## config.mk

```make
export PLATFORM = sky130hd
export DESIGN_NAME = rgba_over_alpha_blend
export DESIGN_NICKNAME = d
export VERILOG_FILES = /design/src/rgba_pkg.sv /design/src/rgba_prep.sv /design/src/rgba_div_step.sv /design/src/rgba_over_alpha_blend.sv
export SDC_FILE = /design/constraint.sdc
export NUM_CORES = 2
export LEC_CHECK = 0
export BUFFER_PORTS_ARGS = -buffer_cell sky130_fd_sc_hd__clkbuf_2
export CAP_MARGIN = 20
export CORE_ASPECT_RATIO = 0.6
export CORE_MARGIN = 4
export CORE_UTILIZATION = 65
export CTS_BUF_LIST = sky130_fd_sc_hd__clkbuf_4
export CTS_CLUSTER_SIZE = 12
export DETAILED_ROUTE_END_ITERATION = 7
export PLACE_DENSITY = 0.82
export SYNTH_ARGS = -nofsm -noshare
export SYNTH_HDL_FRONTEND = slang
export SYNTH_SLANG_ARGS = --single-unit
```

## constraint.sdc

```tcl
create_clock -name clock -period 50.1 [get_ports clock]
set_clock_uncertainty 0.1 [all_clocks]
set_input_delay 7.515 -clock clock [delete_from_list [all_inputs] [get_ports clock]]
set_output_delay 7.515 -clock clock [all_outputs]
set_load 0.01 [all_outputs]
```

## src/rgba_pkg.sv

```systemverilog
// Package with the pixel beat types, pipeline stage type and arithmetic constants of the blender.
package rgba_pkg;

   localparam int CHAN_COUNT  = 3;
   localparam int PIX_W       = 8;
   localparam int PROD_W      = 16;
   localparam int NUM_W       = 24;
   localparam int REM_W       = 25;
   localparam int DEN_W       = 17;
   localparam int DIV_STEPS   = 8;
   localparam int ALPHA_MUL_W = 33;
   localparam int ALPHA_SHIFT = 23;

   localparam logic [PIX_W-1:0]       CH_MAX     = 8'd255;
   localparam logic [DEN_W-1:0]       ROUND_HALF = 17'd127;
   localparam logic [ALPHA_MUL_W-1:0] ALPHA_MUL  = 33'd32897;

   typedef struct packed {
      logic [7:0] fg_red;
      logic [7:0] fg_green;
      logic [7:0] fg_blue;
      logic [7:0] fg_opacity;
      logic [7:0] bg_red;
      logic [7:0] bg_green;
      logic [7:0] bg_blue;
      logic [7:0] bg_opacity;
   } pixel_in_type;

   typedef struct packed {
      logic [7:0] out_red;
      logic [7:0] out_green;
      logic [7:0] out_blue;
      logic [7:0] out_alpha;
   } pixel_out_type;

   typedef struct packed {
      logic                                valid;
      logic                                zero;
      logic [DEN_W-1:0]                    den;
      logic [CHAN_COUNT-1:0][REM_W-1:0]    rem;
      logic [CHAN_COUNT-1:0][PIX_W-1:0]    quo;
      logic [PIX_W-1:0]                    alpha;
   } div_stage_type;

endpackage

```

## src/rgba_prep.sv

```systemverilog
// Front stages of the blender: products, numerators, denominator and output alpha.
module rgba_prep (
   input  logic                  clock,
   input  logic                  reset,
   input  logic                  adv,
   input  logic                  in_valid,
   input  rgba_pkg::pixel_in_type in_pix,
   output rgba_pkg::div_stage_type out_st
);
   import rgba_pkg::*;

   logic [CHAN_COUNT-1:0][PIX_W-1:0] fc;
   logic [CHAN_COUNT-1:0][PIX_W-1:0] bc;

   logic                              s1_valid_ff;
   logic [PIX_W-1:0]                  s1_a_ff;
   logic [PIX_W-1:0]                  s1_b_ff;
   logic [PROD_W-1:0]                 s1_ab_ff;
   logic [CHAN_COUNT-1:0][PROD_W-1:0] s1_pa_ff, s1_pa_in;
   logic [CHAN_COUNT-1:0][PROD_W-1:0] s1_pb_ff, s1_pb_in;

   logic                              s2_valid_ff;
   logic [DEN_W-1:0]                  s2_d_ff, s2_d_in;
   logic [CHAN_COUNT-1:0][NUM_W-1:0]  s2_n_ff, s2_n_in;

   div_stage_type                     s3_ff, s3_in;
   logic [ALPHA_MUL_W-1:0]            alpha_prod;

   assign fc = {in_pix.fg_blue, in_pix.fg_green, in_pix.fg_red};
   assign bc = {in_pix.bg_blue, in_pix.bg_green, in_pix.bg_red};

   always_comb begin
      for (int c = 0; c < CHAN_COUNT; c++) begin
         s1_pa_in[c] = PROD_W'(fc[c]) * PROD_W'(in_pix.fg_opacity);
         s1_pb_in[c] = PROD_W'(bc[c]) * PROD_W'(in_pix.bg_opacity);
      end
   end

   always_comb begin
      s2_d_in = DEN_W'(DEN_W'(CH_MAX) * (DEN_W'(s1_a_ff) + DEN_W'(s1_b_ff)))
                - DEN_W'(s1_ab_ff);
      for (int c = 0; c < CHAN_COUNT; c++) begin
         s2_n_in[c] = ({s1_pa_ff[c], 8'b0} - NUM_W'(s1_pa_ff[c]))
                      + NUM_W'(NUM_W'(s1_pb_ff[c]) * NUM_W'(CH_MAX - s1_a_ff));
      end
   end

   always_comb begin
      alpha_prod   = ALPHA_MUL_W'(s2_d_ff + ROUND_HALF) * ALPHA_MUL;
      s3_in.valid  = s2_valid_ff;
      s3_in.zero   = (s2_d_ff == '0);
      s3_in.den    = DEN_W'({s2_d_ff[DEN_W-2:0], 1'b0});
      s3_in.quo    = '0;
      s3_in.alpha  = alpha_prod[ALPHA_SHIFT +: PIX_W];
      for (int c = 0; c < CHAN_COUNT; c++) begin
         s3_in.rem[c] = REM_W'({s2_n_ff[c], 1'b0}) + REM_W'(s2_d_ff);
      end
   end

   always_ff @(posedge clock) begin
      if (reset) begin
         s1_valid_ff <= 1'b0;
         s2_valid_ff <= 1'b0;
      end else if (adv) begin
         s1_valid_ff <= in_valid;
         s2_valid_ff <= s1_valid_ff;
      end
   end

   always_ff @(posedge clock) begin
      if (adv) begin
         s1_a_ff    <= in_pix.fg_opacity;
         s1_b_ff    <= in_pix.bg_opacity;
         s1_ab_ff   <= PROD_W'(in_pix.fg_opacity) * PROD_W'(in_pix.bg_opacity);
         s1_pa_ff   <= s1_pa_in;
         s1_pb_ff   <= s1_pb_in;
         s2_d_ff    <= s2_d_in;
         s2_n_ff    <= s2_n_in;
      end
   end

   always_ff @(posedge clock) begin
      if (reset) begin
         s3_ff.valid <= 1'b0;
      end else if (adv) begin
         s3_ff <= s3_in;
      end
   end

   assign out_st = s3_ff;

endmodule

```

## src/rgba_div_step.sv

```systemverilog
// One registered restoring division step that yields one quotient bit for each colour channel.
module rgba_div_step (
   input  logic                    clock,
   input  logic                    reset,
   input  logic                    adv,
   input  rgba_pkg::div_stage_type in_st,
   output rgba_pkg::div_stage_type out_st
);
   import rgba_pkg::*;

   div_stage_type      st_ff, st_in;
   logic [REM_W:0]     diff [CHAN_COUNT];
   logic [REM_W-1:0]   kept [CHAN_COUNT];
   logic [REM_W-2:0]   den_sh;

   always_comb begin
      st_in  = in_st;
      den_sh = {in_st.den, 7'b0};
      for (int c = 0; c < CHAN_COUNT; c++) begin
         diff[c] = {1'b0, in_st.rem[c]} - {2'b0, den_sh};
         kept[c] = diff[c][REM_W] ? in_st.rem[c] : diff[c][REM_W-1:0];
         st_in.rem[c] = {kept[c][REM_W-2:0], 1'b0};
         st_in.quo[c] = {in_st.quo[c][PIX_W-2:0], ~diff[c][REM_W]};
      end
   end

   always_ff @(posedge clock) begin
      if (reset) begin
         st_ff.valid <= 1'b0;
      end else if (adv) begin
         st_ff <= st_in;
      end
   end

   assign out_st = st_ff;

endmodule

```

## src/rgba_over_alpha_blend.sv

```systemverilog
// Top level of the Porter-Duff over blender for non-premultiplied RGBA8 pixels.
// Each beat on the req_ channel carries a foreground and a background pixel; each
// beat on the rsp_ channel carries the composited pixel, one result per request,
// in request order.
// Both channels use valid and stall: a beat moves at a rising clock edge where
// valid is high and stall is low.
// The pipeline is eleven register stages deep: three stages form the products,
// the numerators, the denominator and the output alpha, and eight stages of a
// restoring divider produce one quotient bit each for the three colours.
// A new request can be taken in every cycle in which req_stall is low, so
// throughput is one pixel per clock while the receiver does not stall.
// The whole pipeline advances together. When the receiver stalls while a response
// is held, every stage holds its contents and req_stall is raised; stages behind
// empty bubbles are not squeezed out, so nothing is lost or repeated.
// A synchronous reset clears all valid bits; the data registers are not reset.
module rgba_over_alpha_blend (
   input  logic                    clock,
   input  logic                    reset,
   input  logic                    req_valid,
   output logic                    req_stall,
   input  rgba_pkg::pixel_in_type  req_data,
   output logic                    rsp_valid,
   input  logic                    rsp_stall,
   output rgba_pkg::pixel_out_type rsp_data
);
   import rgba_pkg::*;

   logic          adv;
   div_stage_type chain [DIV_STEPS+1];
   div_stage_type last;

   assign adv       = ~(chain[DIV_STEPS].valid & rsp_stall);
   assign req_stall = ~adv;

   rgba_prep u_prep (
      .clock    (clock),
      .reset    (reset),
      .adv      (adv),
      .in_valid (req_valid),
      .in_pix   (req_data),
      .out_st   (chain[0])
   );

   for (genvar i = 0; i < DIV_STEPS; i++) begin : g_div
      rgba_div_step u_step (
         .clock  (clock),
         .reset  (reset),
         .adv    (adv),
         .in_st  (chain[i]),
         .out_st (chain[i+1])
      );
   end

   assign last               = chain[DIV_STEPS];
   assign rsp_valid          = last.valid;
   assign rsp_data.out_red   = last.zero ? '0 : last.quo[0];
   assign rsp_data.out_green = last.zero ? '0 : last.quo[1];
   assign rsp_data.out_blue  = last.zero ? '0 : last.quo[2];
   assign rsp_data.out_alpha = last.alpha;

endmodule
```

==> results.md <==
- The flow ran to the end, and the final reports show no timing, DRC or antenna violations.
- The number of setup violations in the final report is 0.
- The clock period minus final worst setup slack is about 16 ns.
- STA classifies the critical path endpoint as a primary output.
- The final global-route overflow total is 0.
- For this design the top-level I/O count stands at just over 100.
- The peak clock frequency supported by timing is ~62 MHz.
- The prevailing post-synth register cell is sky130_fd_sc_hd__edfxtp_1.
- Dividing the final minimum period by the clock period gives a little under a third.
- Of the total synthesized cell area, the portion taken by XOR and XNOR cells is 4.44%.
- The die is just under 300 um tall.
- After synthesis, the share of flip-flops with an asynchronous set or reset is 0%.
- In the final layout, the share of cells above drive strength 1 is ~9%.
- The synthesized netlist devotes 9.20% of its cell area to compound gates.
- The starting DRC count in detailed routing is between 5000 and 6000.
- The signed area change from the synthesized netlist to the final layout is 6.38%.
- The via count of the first global-routing pass was 61400.
- In this run, synthesis inferred ~1000 flip-flops with an integrated enable.
- The number of nets in the synthesized netlist is 10000.
- The classification of the worst setup path is in -> out.
- The number of antenna violations at the first check in global routing is 10.
- The internal reg-to-reg setup slack is approximately 43 ns.
- The clock tree synthesis step divided the H-tree into 4 levels.
- The library cell occupying the most area in the post-synthesis netlist is sky130_fd_sc_hd__edfxtp_1.
- The most numerous cell in the Yosys netlist is sky130_fd_sc_hd__inv_1.
- CTS saw between 1000 and 1500 sinks.
- The adder and majority cell fraction of the synthesized area is between 30 and 40%.
- The mapped netlist covers between 80000 and 90000 um2.
- The number of pins with negative max-slew slack in the final report came to 0.
- The horizontal die dimension is approximately 480 um.
- The initial utilization of the core area, before any placement, comes to about 66%.
- The number of distinct library cell variants in the gate-level netlist after synthesis is 86.
- The number of max-cap violations is 0.
- In this run the post-CTS setup repair buffer count came out at 0.
- The hold buffer count at cts is 0.
- The first-pass GRT wire length is between 300000 and 400000 um.
- The mean number of vias per cell is a little under 6.
- Once detail routing completed, the nets flagged for antenna violations numbered 0.
- The path type of the worst min-delay path is reg -> reg.
- The cell count after synthesis came out at 8183.
- Measured against its own limit, the worst slew margin works out to 23.7%.
- The combined global-route utilization of all metal layers is between 20% and 30%.
- The number of detailed-route iterations in the first pass is 6.
- Sequential elements use 35.1% of the synthesized area.
- The detailed-route wire length is ~200000 um.
- The yosys synthesis warning count is 0.
- The number of cells upsized or downsized after cts is 0.
- The maximum number of pins on one net before global-route repair is approximately 180.
- The average instance in the mapped netlist occupies 10.8 um2.
- The placeable core region is 135000 um2.
- The clock input transition at the sequential cells of the worst setup and hold paths is around 0.070 ns.
- Summing the areas of all and, or, nand and nor instances in the mapped netlist gives around 12% of the synthesized area.
- TritonCTS built the clock tree.
- The routability-driven placement congestion ratio is ~0.92.
- The final hold violation count is 0.
- Setup repair after global routing left no endpoint under its margin.
- The fraction of post-synthesis cell area in the top cell type by area is between 30% and 40%.
- Counting instances in the post-synthesis netlist gives the leading cell types as sky130_fd_sc_hd__inv_1 (1252), sky130_fd_sc_hd__ha_1 (1119), sky130_fd_sc_hd__edfxtp_1 (1026).
- Yosys attributes the largest share of cell area to sky130_fd_sc_hd__edfxtp_1 (35%), sky130_fd_sc_hd__ha_1 (16%), sky130_fd_sc_hd__fa_1 (15%).
- Counting flops and latches in the post-synthesis netlist gives between 1000 and 1500.
- The endpoint required time on the critical path is 42.49 ns.
- At the later pin of the worst-skew pair, clock insertion delay measures roughly 1.3 ns.
- The final routed wire length divided by cell count is between 15 and 20 um.
- The maximum count of clock buffers along a single path is 3.
- The HPWL after detailed placement is roughly 160000 um.
- After synthesis, the largest family of logic cells by area is adder cells.
- For the pin with the worst max-slew slack, the measured transition is 1.14 ns.
- Of all nets on the critical path, the largest fanout is 27.
- The kind of start point of the critical path is an input pin.
- The initialized floorplan defines ~100 standard-cell rows.
- The total number of vias is 60600.
- In the synthesized netlist, mux cells make up 2.20% of the area.
- Counting the buffers created by CTS gives 239.
- At the end of the flow, the number of nets in the layout was just over 10000.
- The count of buffers added on input and output ports is 101.
- In the routed design, unresolved DRC markers number 0.
- In the final timing run, aggregate negative setup slack is 0 ns.
- The data arrival at the endpoint of the critical path is 8.41 ns.
- The tree is rooted in a sky130_fd_sc_hd__clkbuf_4.
- The floorplan step defined a die boundary enclosing about 140000 um2.
metal layers:
metal  global-route usage, %  vias to the layer above  wire length (um)
li1                        -                    28400                 -
met2                    43.2                     2356             87200
met5                       0                        -                41
met1                    43.1                    29400             92200
met4                    8.69                        6              5330
met3                    5.75                      399             17900
state kept, by name, indices dropped and copies added (netlist names):
name / cells
g_div.u_step.out_st: 720
u_prep.s2_valid_ff: 1
u_prep.s2_d_ff: 17
u_prep.s1_b_ff: 8
u_prep.s1_a_ff: 8
u_prep.s1_pa_ff: 48
u_prep.s1_pb_ff: 48
u_prep.s1_ab_ff: 16
u_prep.s1_valid_ff: 1
u_prep.s2_n_ff: 72
u_prep.out_st: 98
layout by cell type (no fill, tap or decap), types with 129 or more instances in the layout:
cell	count
sky130_fd_sc_hd__xnor2_1	319
sky130_fd_sc_hd__o21ai_0	213
sky130_fd_sc_hd__fa_1	664
sky130_fd_sc_hd__clkbuf_4	327
sky130_fd_sc_hd__xor2_1	129
sky130_fd_sc_hd__inv_1	1252
sky130_fd_sc_hd__a21oi_1	443
sky130_fd_sc_hd__nor2_1	471
sky130_fd_sc_hd__ha_1	1119
sky130_fd_sc_hd__edfxtp_1	1026
sky130_fd_sc_hd__nor2b_1	375
sky130_fd_sc_hd__mux2_2	152
sky130_fd_sc_hd__nand2b_1	213
sky130_fd_sc_hd__nand2_1	386
sky130_fd_sc_hd__and2_1	283
area by class of cell:
cell class	count	area, um2
timing repair buffer	152	937
tap	1802	2250
sequential	1037	31000
clock buffer	327	2450
antenna	8	20.0
fill	9794	40500
inverter	1253	4700
multi-input combinational	5752	52100
clock inverter	74	485
stage by stage:
step	utilization [%]	setup slack, ns	hold WS (ns)	instance area (um2)	std cells
after detailed placement	67.6	34.07	0.305	91000	9994
after global routing	69.9	33.96	0.271	94000	10400
final	69.9	34.07	0.269	94000	10400
after floorplan	-	6.60	0.300	88400	8183
after CTS	69.8	34.07	0.274	94000	10400
after global placement	67.6	34.08	0.300	91000	9993
worst max-delay path, stage by stage:
cell and delay [ns]:
sky130_fd_sc_hd__clkbuf_2 0.10, sky130_fd_sc_hd__nand2_4 0.18, sky130_fd_sc_hd__inv_1 0.40, sky130_fd_sc_hd__clkbuf_2 0.21
worst paths after layout:
kind / start / endpoint / depth (start not counted)
setup / recovery: rsp_stall / req_stall / 4
hold / removal: u_prep.out_st[61] / g_div[0].u_step.out_st[62] / 0
setup reg to reg: u_prep.s1_a_ff[6] / u_prep.s2_n_ff[71] / 24
hold reg to reg: u_prep.out_st[61] / g_div[0].u_step.out_st[62] / 0
kinds of logic (layout without fill, tap and decap cells):
kind of cell | Yosys count | in the layout
and+or+nand+nor | 2083 | 2083
adders and majority gates | 1783 | 1783
buffers and inverters | 1394 | 1806
AOI/OAI and AO/OA | 1263 | 1263
DFF | 1037 | 1037
xor gates and xnor gates | 448 | 448
muxes | 175 | 175
other | 0 | 8
Power is not shown: default switching activity piles up to over one toggle a cycle in this logic, so the estimate is an artifact.
